===== src/rtl/bnt_pkg.sv =====
// Shared types and character codes for the bracket nesting tracker.
`default_nettype none

package bnt_pkg;

    localparam int CP_W = 21;

    localparam logic [CP_W-1:0] CH_HASH    = 21'h00023;
    localparam logic [CP_W-1:0] CH_LROUND  = 21'h00028;
    localparam logic [CP_W-1:0] CH_RROUND  = 21'h00029;
    localparam logic [CP_W-1:0] CH_LSQUARE = 21'h0005B;
    localparam logic [CP_W-1:0] CH_RSQUARE = 21'h0005D;
    localparam logic [CP_W-1:0] CH_DQUOTE  = 21'h00022;
    localparam logic [CP_W-1:0] CH_SQUOTE  = 21'h00027;
    localparam logic [CP_W-1:0] CH_BSLASH  = 21'h0005C;

    // Stored closer kind, one bit per stack entry.
    localparam logic KIND_ROUND  = 1'b0;
    localparam logic KIND_SQUARE = 1'b1;

    // Quote that opened the current string.
    localparam logic QUOTE_DOUBLE = 1'b0;
    localparam logic QUOTE_SINGLE = 1'b1;

    // Reported closer on top of the stack.
    localparam logic [1:0] CLOSER_NONE   = 2'd0;
    localparam logic [1:0] CLOSER_ROUND  = 2'd1;
    localparam logic [1:0] CLOSER_SQUARE = 2'd2;

    localparam logic [5:0] OPEN_COUNT_MAX = 6'd63;

    typedef enum logic [1:0] {
        MODE_NORMAL  = 2'd0,
        MODE_STRING  = 2'd1,
        MODE_COMMENT = 2'd2
    } scan_mode_t;

    typedef enum logic [1:0] {
        OP_HOLD = 2'd0,
        OP_PUSH = 2'd1,
        OP_POP  = 2'd2
    } stack_op_t;

    typedef struct packed {
        stack_op_t op;
        logic      kind;
    } stack_ctl_t;

    typedef struct packed {
        logic       overflowed;
        logic       inside_string;
        logic [1:0] expected_closer;
        logic [5:0] open_count;
    } result_t;

endpackage

`default_nettype wire


===== src/rtl/bracket_nesting_tracker.sv =====
// Top level of the bracket nesting tracker: scanner, stack cell chain, output skid.
//
// Usage:
//   Input channel (s_): one code point per request in s_tdata[20:0], s_tlast marks
//   the last character of a line, s_tuser restarts (empties) the bracket stack
//   before the character is handled.
//   Result channel (m_): one result per input request, in order: open bracket
//   count, closer expected on top, string-open flag and sticky overflow flag.
//   Each result is registered in the main result register, or in the skid register.
//   Throughput: one request per cycle while s_tready is high. The stack is a row of
//   STACK_DEPTH shift cells; push and pop move every cell in the same cycle,
//   and the scanner sees only the top two cells, so no step waits on a memory.
//   Stall: a two-entry output buffer (result register plus skid register) sits
//   on the m_ side; s_tready depends only on the skid register, so one more
//   request is taken while a result waits, and s_tready drops once both hold.
//   Reset (aresetn low, synchronous): stack empty, normal text mode, overflow
//   flag clear, output buffer empty. Cell contents are not cleared; only
//   entries below the count are ever reported.
`default_nettype none

module bracket_nesting_tracker
    import bnt_pkg::*;
#(
    parameter int STACK_DEPTH = 32
) (
    input  wire logic        aclk,
    input  wire logic        aresetn,
    input  wire logic        s_tvalid,
    output logic             s_tready,
    input  wire logic [23:0] s_tdata,   // [20:0] code_point, [23:21] zero
    input  wire logic        s_tlast,   // end_of_line
    input  wire logic        s_tuser,   // restart
    output logic             m_tvalid,
    input  wire logic        m_tready,
    output logic [15:0]      m_tdata    // [5:0] open_count, [7:6] expected_closer,
                                        // [8] inside_string, [9] overflowed, [15:10] zero
);

    logic       in_fire;
    logic       out_fire;
    stack_ctl_t ctl;
    result_t    res;
    logic       cell_kind [STACK_DEPTH];

    assign in_fire  = s_tvalid && s_tready;
    assign out_fire = m_tvalid && m_tready;

    // Scanner: mode, count and the push/pop request for the cell row.
    bnt_scan #(
        .STACK_DEPTH (STACK_DEPTH)
    ) u_scan (
        .aclk        (aclk),
        .aresetn     (aresetn),
        .in_fire     (in_fire),
        .code_point  (s_tdata[CP_W-1:0]),
        .end_of_line (s_tlast),
        .restart     (s_tuser),
        .top_kind    (cell_kind[0]),
        .second_kind (cell_kind[1]),
        .ctl         (ctl),
        .res         (res)
    );

    // Cell 0 is the stack top; a push shifts toward higher cells, a pop back.
    for (genvar i = 0; i < STACK_DEPTH; i++) begin : g_cell
        logic above;
        logic below;
        if (i == 0) begin : g_first
            assign above = ctl.kind;
        end else begin : g_mid_above
            assign above = cell_kind[i-1];
        end
        if (i == STACK_DEPTH - 1) begin : g_last
            assign below = KIND_ROUND;
        end else begin : g_mid_below
            assign below = cell_kind[i+1];
        end
        bnt_cell u_cell (
            .aclk       (aclk),
            .ctl        (ctl),
            .above_kind (above),
            .below_kind (below),
            .kind       (cell_kind[i])
        );
    end

    // Output buffer: main result register and a skid register behind it.
    logic    main_valid_reg, main_valid_next;
    logic    skid_valid_reg, skid_valid_next;
    result_t main_data_reg, main_data_next;
    result_t skid_data_reg, skid_data_next;

    always_comb begin
        main_valid_next = main_valid_reg;
        skid_valid_next = skid_valid_reg;
        main_data_next  = main_data_reg;
        skid_data_next  = skid_data_reg;
        if (out_fire) begin
            if (skid_valid_reg) begin
                // in_fire cannot happen here: s_tready is low
                main_data_next  = skid_data_reg;
                skid_valid_next = 1'b0;
            end else begin
                main_valid_next = in_fire;
                main_data_next  = res;
            end
        end else if (in_fire) begin
            if (!main_valid_reg) begin
                main_valid_next = 1'b1;
                main_data_next  = res;
            end else begin
                skid_valid_next = 1'b1;
                skid_data_next  = res;
            end
        end
    end

    always_ff @(posedge aclk) begin
        if (!aresetn) begin
            main_valid_reg <= 1'b0;
            skid_valid_reg <= 1'b0;
        end else begin
            main_valid_reg <= main_valid_next;
            skid_valid_reg <= skid_valid_next;
        end
    end

    always_ff @(posedge aclk) begin
        main_data_reg <= main_data_next;
        skid_data_reg <= skid_data_next;
    end

    assign s_tready = !skid_valid_reg;
    assign m_tvalid = main_valid_reg;
    assign m_tdata  = {6'b0, main_data_reg};

    // The skid register is only filled behind a waiting main result.
    a_skid_behind_main: assert property (@(posedge aclk) disable iff (!aresetn)
        skid_valid_reg |-> main_valid_reg)
        else $error("skid holds a result while main register is empty");

    // A string never stays open past the end of a line.
    a_eol_closes_string: assert property (@(posedge aclk) disable iff (!aresetn)
        (in_fire && s_tlast) |-> !res.inside_string)
        else $error("string still open at end of line");

    // An empty stack reports no closer, a non-empty one always reports one.
    a_closer_matches_count: assert property (@(posedge aclk) disable iff (!aresetn)
        in_fire |-> ((res.open_count == 6'd0) == (res.expected_closer == CLOSER_NONE)))
        else $error("expected closer inconsistent with open count");

    // Once set, the overflow flag stays set on every later request.
    a_overflow_sticky: assert property (@(posedge aclk) disable iff (!aresetn)
        (in_fire && res.overflowed) |=> (in_fire |-> res.overflowed))
        else $error("overflow flag cleared");

endmodule

`default_nettype wire


===== src/rtl/bnt_cell.sv =====
// One stack cell: holds a closer kind and shifts with its neighbors.
`default_nettype none

module bnt_cell
    import bnt_pkg::*;
(
    input  wire logic       aclk,
    input  wire stack_ctl_t ctl,
    input  wire logic       above_kind,
    input  wire logic       below_kind,
    output logic            kind
);

    logic kind_reg;
    logic kind_next;

    always_comb begin
        kind_next = kind_reg;
        unique case (ctl.op)
            OP_PUSH: kind_next = above_kind;
            OP_POP:  kind_next = below_kind;
            default: kind_next = kind_reg;
        endcase
    end

    always_ff @(posedge aclk) begin
        kind_reg <= kind_next;
    end

    assign kind = kind_reg;

endmodule

`default_nettype wire


===== src/rtl/bnt_scan.sv =====
// Character scanner: string/comment tracking, stack depth and stack control.
`default_nettype none

module bnt_scan
    import bnt_pkg::*;
#(
    parameter int STACK_DEPTH = 32
) (
    input  wire logic            aclk,
    input  wire logic            aresetn,
    input  wire logic            in_fire,
    input  wire logic [CP_W-1:0] code_point,
    input  wire logic            end_of_line,
    input  wire logic            restart,
    input  wire logic            top_kind,
    input  wire logic            second_kind,
    output stack_ctl_t           ctl,
    output result_t              res
);

    localparam int CNT_W = $clog2(STACK_DEPTH + 1);
    localparam logic [CNT_W-1:0] CNT_FULL = CNT_W'(STACK_DEPTH);

    scan_mode_t       mode_reg, mode_next;
    logic             quote_reg, quote_next;
    logic             bslash_reg, bslash_next;
    logic             ovf_reg, ovf_next;
    logic [CNT_W-1:0] cnt_reg, cnt_next;

    logic [CNT_W-1:0] cnt_eff;
    logic [CP_W-1:0]  quote_ch;
    stack_ctl_t       op_req;
    logic             new_top;
    logic [31:0]      cnt_wide;

    always_ff @(posedge aclk) begin
        if (!aresetn) begin
            mode_reg   <= MODE_NORMAL;
            quote_reg  <= QUOTE_DOUBLE;
            bslash_reg <= 1'b0;
            ovf_reg    <= 1'b0;
            cnt_reg    <= '0;
        end else if (in_fire) begin
            mode_reg   <= mode_next;
            quote_reg  <= quote_next;
            bslash_reg <= bslash_next;
            ovf_reg    <= ovf_next;
            cnt_reg    <= cnt_next;
        end
    end

    always_comb begin
        mode_next   = mode_reg;
        quote_next  = quote_reg;
        bslash_next = bslash_reg;
        ovf_next    = ovf_reg;
        op_req.op   = OP_HOLD;
        op_req.kind = KIND_ROUND;
        cnt_eff     = restart ? '0 : cnt_reg;
        quote_ch    = (quote_reg == QUOTE_SINGLE) ? CH_SQUOTE : CH_DQUOTE;

        unique case (mode_reg)
            MODE_STRING: begin
                if (code_point == quote_ch) begin
                    if (bslash_reg) begin
                        bslash_next = 1'b0;
                    end else begin
                        mode_next = MODE_NORMAL;
                    end
                end else begin
                    bslash_next = (code_point == CH_BSLASH);
                end
            end
            MODE_COMMENT: begin
                mode_next = MODE_COMMENT;
            end
            default: begin
                // normal text, and the unused mode code
                mode_next = MODE_NORMAL;
                unique case (code_point)
                    CH_HASH: mode_next = MODE_COMMENT;
                    CH_LROUND, CH_LSQUARE: begin
                        if (cnt_eff < CNT_FULL) begin
                            op_req.op   = OP_PUSH;
                            op_req.kind = (code_point == CH_LSQUARE) ? KIND_SQUARE
                                                                     : KIND_ROUND;
                        end else begin
                            ovf_next = 1'b1;
                        end
                    end
                    CH_RROUND, CH_RSQUARE: begin
                        if (cnt_eff != '0 &&
                            top_kind == (code_point == CH_RSQUARE)) begin
                            op_req.op = OP_POP;
                        end
                    end
                    CH_DQUOTE: begin
                        mode_next   = MODE_STRING;
                        quote_next  = QUOTE_DOUBLE;
                        bslash_next = 1'b0;
                    end
                    CH_SQUOTE: begin
                        mode_next   = MODE_STRING;
                        quote_next  = QUOTE_SINGLE;
                        bslash_next = 1'b0;
                    end
                    default: mode_next = MODE_NORMAL;
                endcase
            end
        endcase

        if (end_of_line) begin
            mode_next   = MODE_NORMAL;
            bslash_next = 1'b0;
        end

        unique case (op_req.op)
            OP_PUSH: cnt_next = cnt_eff + 1'b1;
            OP_POP:  cnt_next = cnt_eff - 1'b1;
            default: cnt_next = cnt_eff;
        endcase
    end

    // Stack moves only on an accepted request.
    always_comb begin
        ctl      = op_req;
        if (!in_fire) begin
            ctl.op = OP_HOLD;
        end
    end

    // Top kind after this request's stack move.
    always_comb begin
        unique case (op_req.op)
            OP_PUSH: new_top = op_req.kind;
            OP_POP:  new_top = second_kind;
            default: new_top = top_kind;
        endcase
    end

    assign cnt_wide            = 32'(cnt_next);
    assign res.open_count      = (cnt_wide > 32'(OPEN_COUNT_MAX)) ? OPEN_COUNT_MAX
                                                                  : cnt_wide[5:0];
    assign res.expected_closer = (cnt_next == '0) ? CLOSER_NONE :
                                 (new_top == KIND_SQUARE) ? CLOSER_SQUARE : CLOSER_ROUND;
    assign res.inside_string   = (mode_next == MODE_STRING);
    assign res.overflowed      = ovf_next;

endmodule

`default_nettype wire


===== config.mk =====
export PLATFORM = sky130hd
export DESIGN_NAME = bracket_nesting_tracker
export DESIGN_NICKNAME = d
export VERILOG_FILES = /design/src/rtl/bnt_pkg.sv /design/src/rtl/bracket_nesting_tracker.sv /design/src/rtl/bnt_cell.sv /design/src/rtl/bnt_scan.sv
export SDC_FILE = /design/constraint.sdc
export NUM_CORES = 1
export LEC_CHECK = 0
export BUFFER_PORTS_ARGS = -buffer_cell sky130_fd_sc_hd__buf_4
export CAP_MARGIN = 25
export CORE_MARGIN = 3
export CORE_UTILIZATION = 40
export DETAILED_ROUTE_END_ITERATION = 8
export PLACE_DENSITY = 0.63
export RECOVER_POWER = 25
export REMOVE_ABC_BUFFERS = 1
export SLEW_MARGIN = 10
export SYNTH_ARGS = -nofsm -noshare
export SYNTH_HDL_FRONTEND = slang
export SYNTH_SLANG_ARGS = --single-unit

===== constraint.sdc =====
create_clock -name aclk -period 3.3 [get_ports aclk]
set_input_delay 0.495 -clock aclk [delete_from_list [all_inputs] [get_ports aclk]]
set_output_delay 0.495 -clock aclk [all_outputs]
set_load 0.01 [all_outputs]

==> summary.md <==
| Metric | Value |
|---|---|
| Buf/Inv on CP | `2` |
| # DRC | `0` |
| Layout Skew | `0.00791 ns` |
| Synth Area per Inst | `11.2 um^2` |
| Ys async rst share | `0%` |
| Slew headroom | `53.4%` |
| Antenna violations before repair | `0` |
| FF+latch area | `0.00182 mm^2` |
| Final setup viols | `0` |
| Htree depth | `3` |
| HPWL after DPL | `4.86 mm` |
| Routed wl met3 | `327 um` |
| Synthesized cell area | `0.00336 mm^2` |
| Type of the tightest min-delay check | `in -> reg` |
| Maximum vdd drop | `0.000187 V` |
| DRT iter0 DRCs | `102` |
| First-pass GRT wire length | `11.2 mm` |
| CTS tree | `built` |
| TritonCTS buffer count | `9` |
| Die area | `0.00953 mm^2` |
| Setup ws final | `0.0823 ns` |
| Total track usage | `14.4%` |
| Max cap viols | `0` |
| Clk slew on worst S/H paths | `0.07 ns` |
| Pin count of the biggest net entering global routing | `34` |
| Grt ovf | `0` |
| Layout fillers | `704` |
| Port Buffers | `38` |
| DIE HEIGHT | `97.6 um` |
| Top cell by count, worst path | `ha_4` |
| Most used DFF post-synth | `edfxtp_1` |
| Post-synth EDFFs | `52` |
| Highest Signal Layer | `met4` |
| RSZ-0062 raised after global routing | `yes` |
| Die width | `97.6 um` |
| Setup crit start kind | `primary input` |
| Routed met1 length | `3.49 mm` |
| CP Cell Sequence | `buf_4, nor4_4, nand4_1, nor2_2, nand3_2, nor2_4, inv_2, ha_4, ha_4, and4b_2, o211ai_2, a2111o_1, o211a_2, and3_4, o31ai_2` |
| Rows | `32` |
| Root Buffer | `clkbuf_8` |
| Setup WS pre-CTS | `-0.558 ns` |
| Critical Path RT | `3.46 ns` |
| Vias in the first global route | `2,461` |
| FF+latch count, synth | `65` |
| TritonRoute pass-1 iters | `4` |
| FMAX | `311 MHz` |
| Yosys warnings | `0` |
| CORE AREA | `0.00793 mm^2` |
| Post-route antenna net violation count | `0` |
| Slew Limit Fails | `0` |
| CP max stage delay | `0.38 ns` |
| Multi-input gate area | `0.00162 mm^2` |
| DR WL/cell | `14.2 um` |
| Setup TNS | `0 ns` |
| GP Congestion | `0.895` |
| Inserted Diodes | `0` |
| Met2 WL post-DR | `2.87 mm` |
| Worst-Margin Slew | `0.696 ns` |
| Count of final hold-check violations | `0` |
| Total wire length | `6.83 mm` |
| Power density over cell area | `396 mW/mm^2` |
| CP top delay family | `simple AND/OR/NAND/NOR gates` |
| Max clock buf depth | `2` |
| Starting Density | `42.4%` |
| Nature of the critical path endpoint | `register` |
| Critical path type | `in -> reg` |
| Post-synthesis sequential area ratio | `54.2%` |
| Pleak | `1.63 nW` |
| Layout cells sized above 1 | `36.2%` |
| Outcome | `finished, final reports clean` |
| CP Data Arrival Time | `3.38 ns` |
| Slowest CP cell | `a2111o_1` |
| Post-synth cell types | `44` |
| Clock Latency Late Sink | `0.34 ns` |
| Clk sinks | `65` |
| Minimum clock period | `3.22 ns` |
| Drt via density | `5.18` |
| P&R area growth vs syn | `28.6%` |
| I/O Pins | `48` |
| Via count | `2,487` |
| CTS Hold Bufs | `0` |
| Fin crit share | `97.5%` |
| Final nets | `413` |
| Max reg flops | `32` |
| Syn Inst Count | `299` |
| CP Max Fanout | `4` |
==> worst min-delay path: stages <==
cell	delay, ns
buf_4	0.14
nand2_1	0.06
nor2_1	0.03
==> final cells by class <==
type	count	area share (%)
Clock buffer	11	3.04
Clock inverter	5	1.30
Inverter	15	1.30
Multi-Input combinational cell	210	37.5
Sequential cell	65	42.2
Tap cell	102	2.96
Timing Repair Buffer	72	11.7
==> placed cells by master (no fill, tap or decap), drive strengths merged, types with 2 or more instances in the layout <==
cell type / n
a211oi: 4
a21o: 3
a21oi: 17
and2: 2
and2b: 5
and3: 3
buf: 59
clkbuf: 24
clkinv: 4
conb: 6
dfxtp: 13
edfxtp: 52
ha: 9
inv: 14
mux2: 33
nand2: 18
nand2b: 5
nand3: 6
nand4: 5
nor2: 38
nor2b: 5
nor3: 7
nor3b: 3
nor4: 7
o211a: 2
o211ai: 2
o21ai: 13
o31ai: 3
xnor2: 3
==> per-stage QoR <==
step | util (%) | hold WS, ns | area [um^2] | total power, mW | cells
final | 54.5 | 0.437 | 4320 | 1.71 | 480
after global routing | 54.5 | 0.448 | 4320 | 1.79 | 480
after CTS | 52.7 | 0.424 | 4180 | 1.73 | 476
after detailed placement | 49.7 | 0.484 | 3940 | 1.08 | 458
after global placement | 49.7 | 0.475 | 3940 | 1.08 | 458
after floorplan | - | 0.452 | 3300 | 1.00 | 290
==> metal layers <==
| metal | vias up | track usage, % |
|---|---|---|
| li1 | 1234 | - |
| met1 | 1164 | 20.4 |
| met2 | 74 | 21.5 |
| met3 | 15 | 3.45 |
| met4 | 0 | 5.11 |
| met5 | - | 0 |
==> synth_stat cells (all sizes together), types with 6 or more instances <==
cell	n	area [um^2]
buf	7	48.8
dfxtp	13	260
inv	14	52.6
nand3	6	30.0
nor2	38	143
ha	9	113
clkbuf	7	26.3
edfxtp	52	1560
mux2	33	372
a21oi	17	85.1
nor3	7	35.0
nor4	7	43.8
nand2	18	67.6
o21ai	13	65.1
==> worst paths after layout <==
check                startpoint           endpoint  slack [ns]  depth (start not counted)
max                 s_tdata[18]         m_tdata[6]        0.08                         15
min                     aresetn     skid_valid_reg        0.44                          3
max reg2reg  u_scan.mode_reg[0]         m_tdata[6]        0.11                         15
min reg2reg   u_scan.bslash_reg  u_scan.bslash_reg        0.49                          2
==> cell families (layout without fill, tap and decap cells) <==
family | count (synthesis) | count (layout) | synth area share, %
AO/OA/AOI/OAI | 50 | 50 | 9.54
flip-flops | 65 | 65 | 54.2
other | 1 | 6 | 0.112
XOR/XNOR | 3 | 3 | 0.783
adder cells (fa/ha/maj) | 10 | 10 | 3.95
multiplexers | 34 | 34 | 11.4
buffers and inverters | 29 | 103 | 3.91
AND/OR/NAND/NOR | 107 | 107 | 16.1
==> power by group <==
group	internal (mW)	total [mW]	switching, mW
Combinational	0.0736	0.161	0.0870
Sequential	0.900	0.911	0.0107
Clock	0.348	0.639	0.291
Total	1.32	1.71	0.389
==> timing repair <==
item                                    in CTS  in global routing
pin swaps                                    2                 15
resized for setup                            6                 29
buffers inserted                             2                  4
endpoints found under the setup margin       6                 10
(Power assumes the default switching activity.)
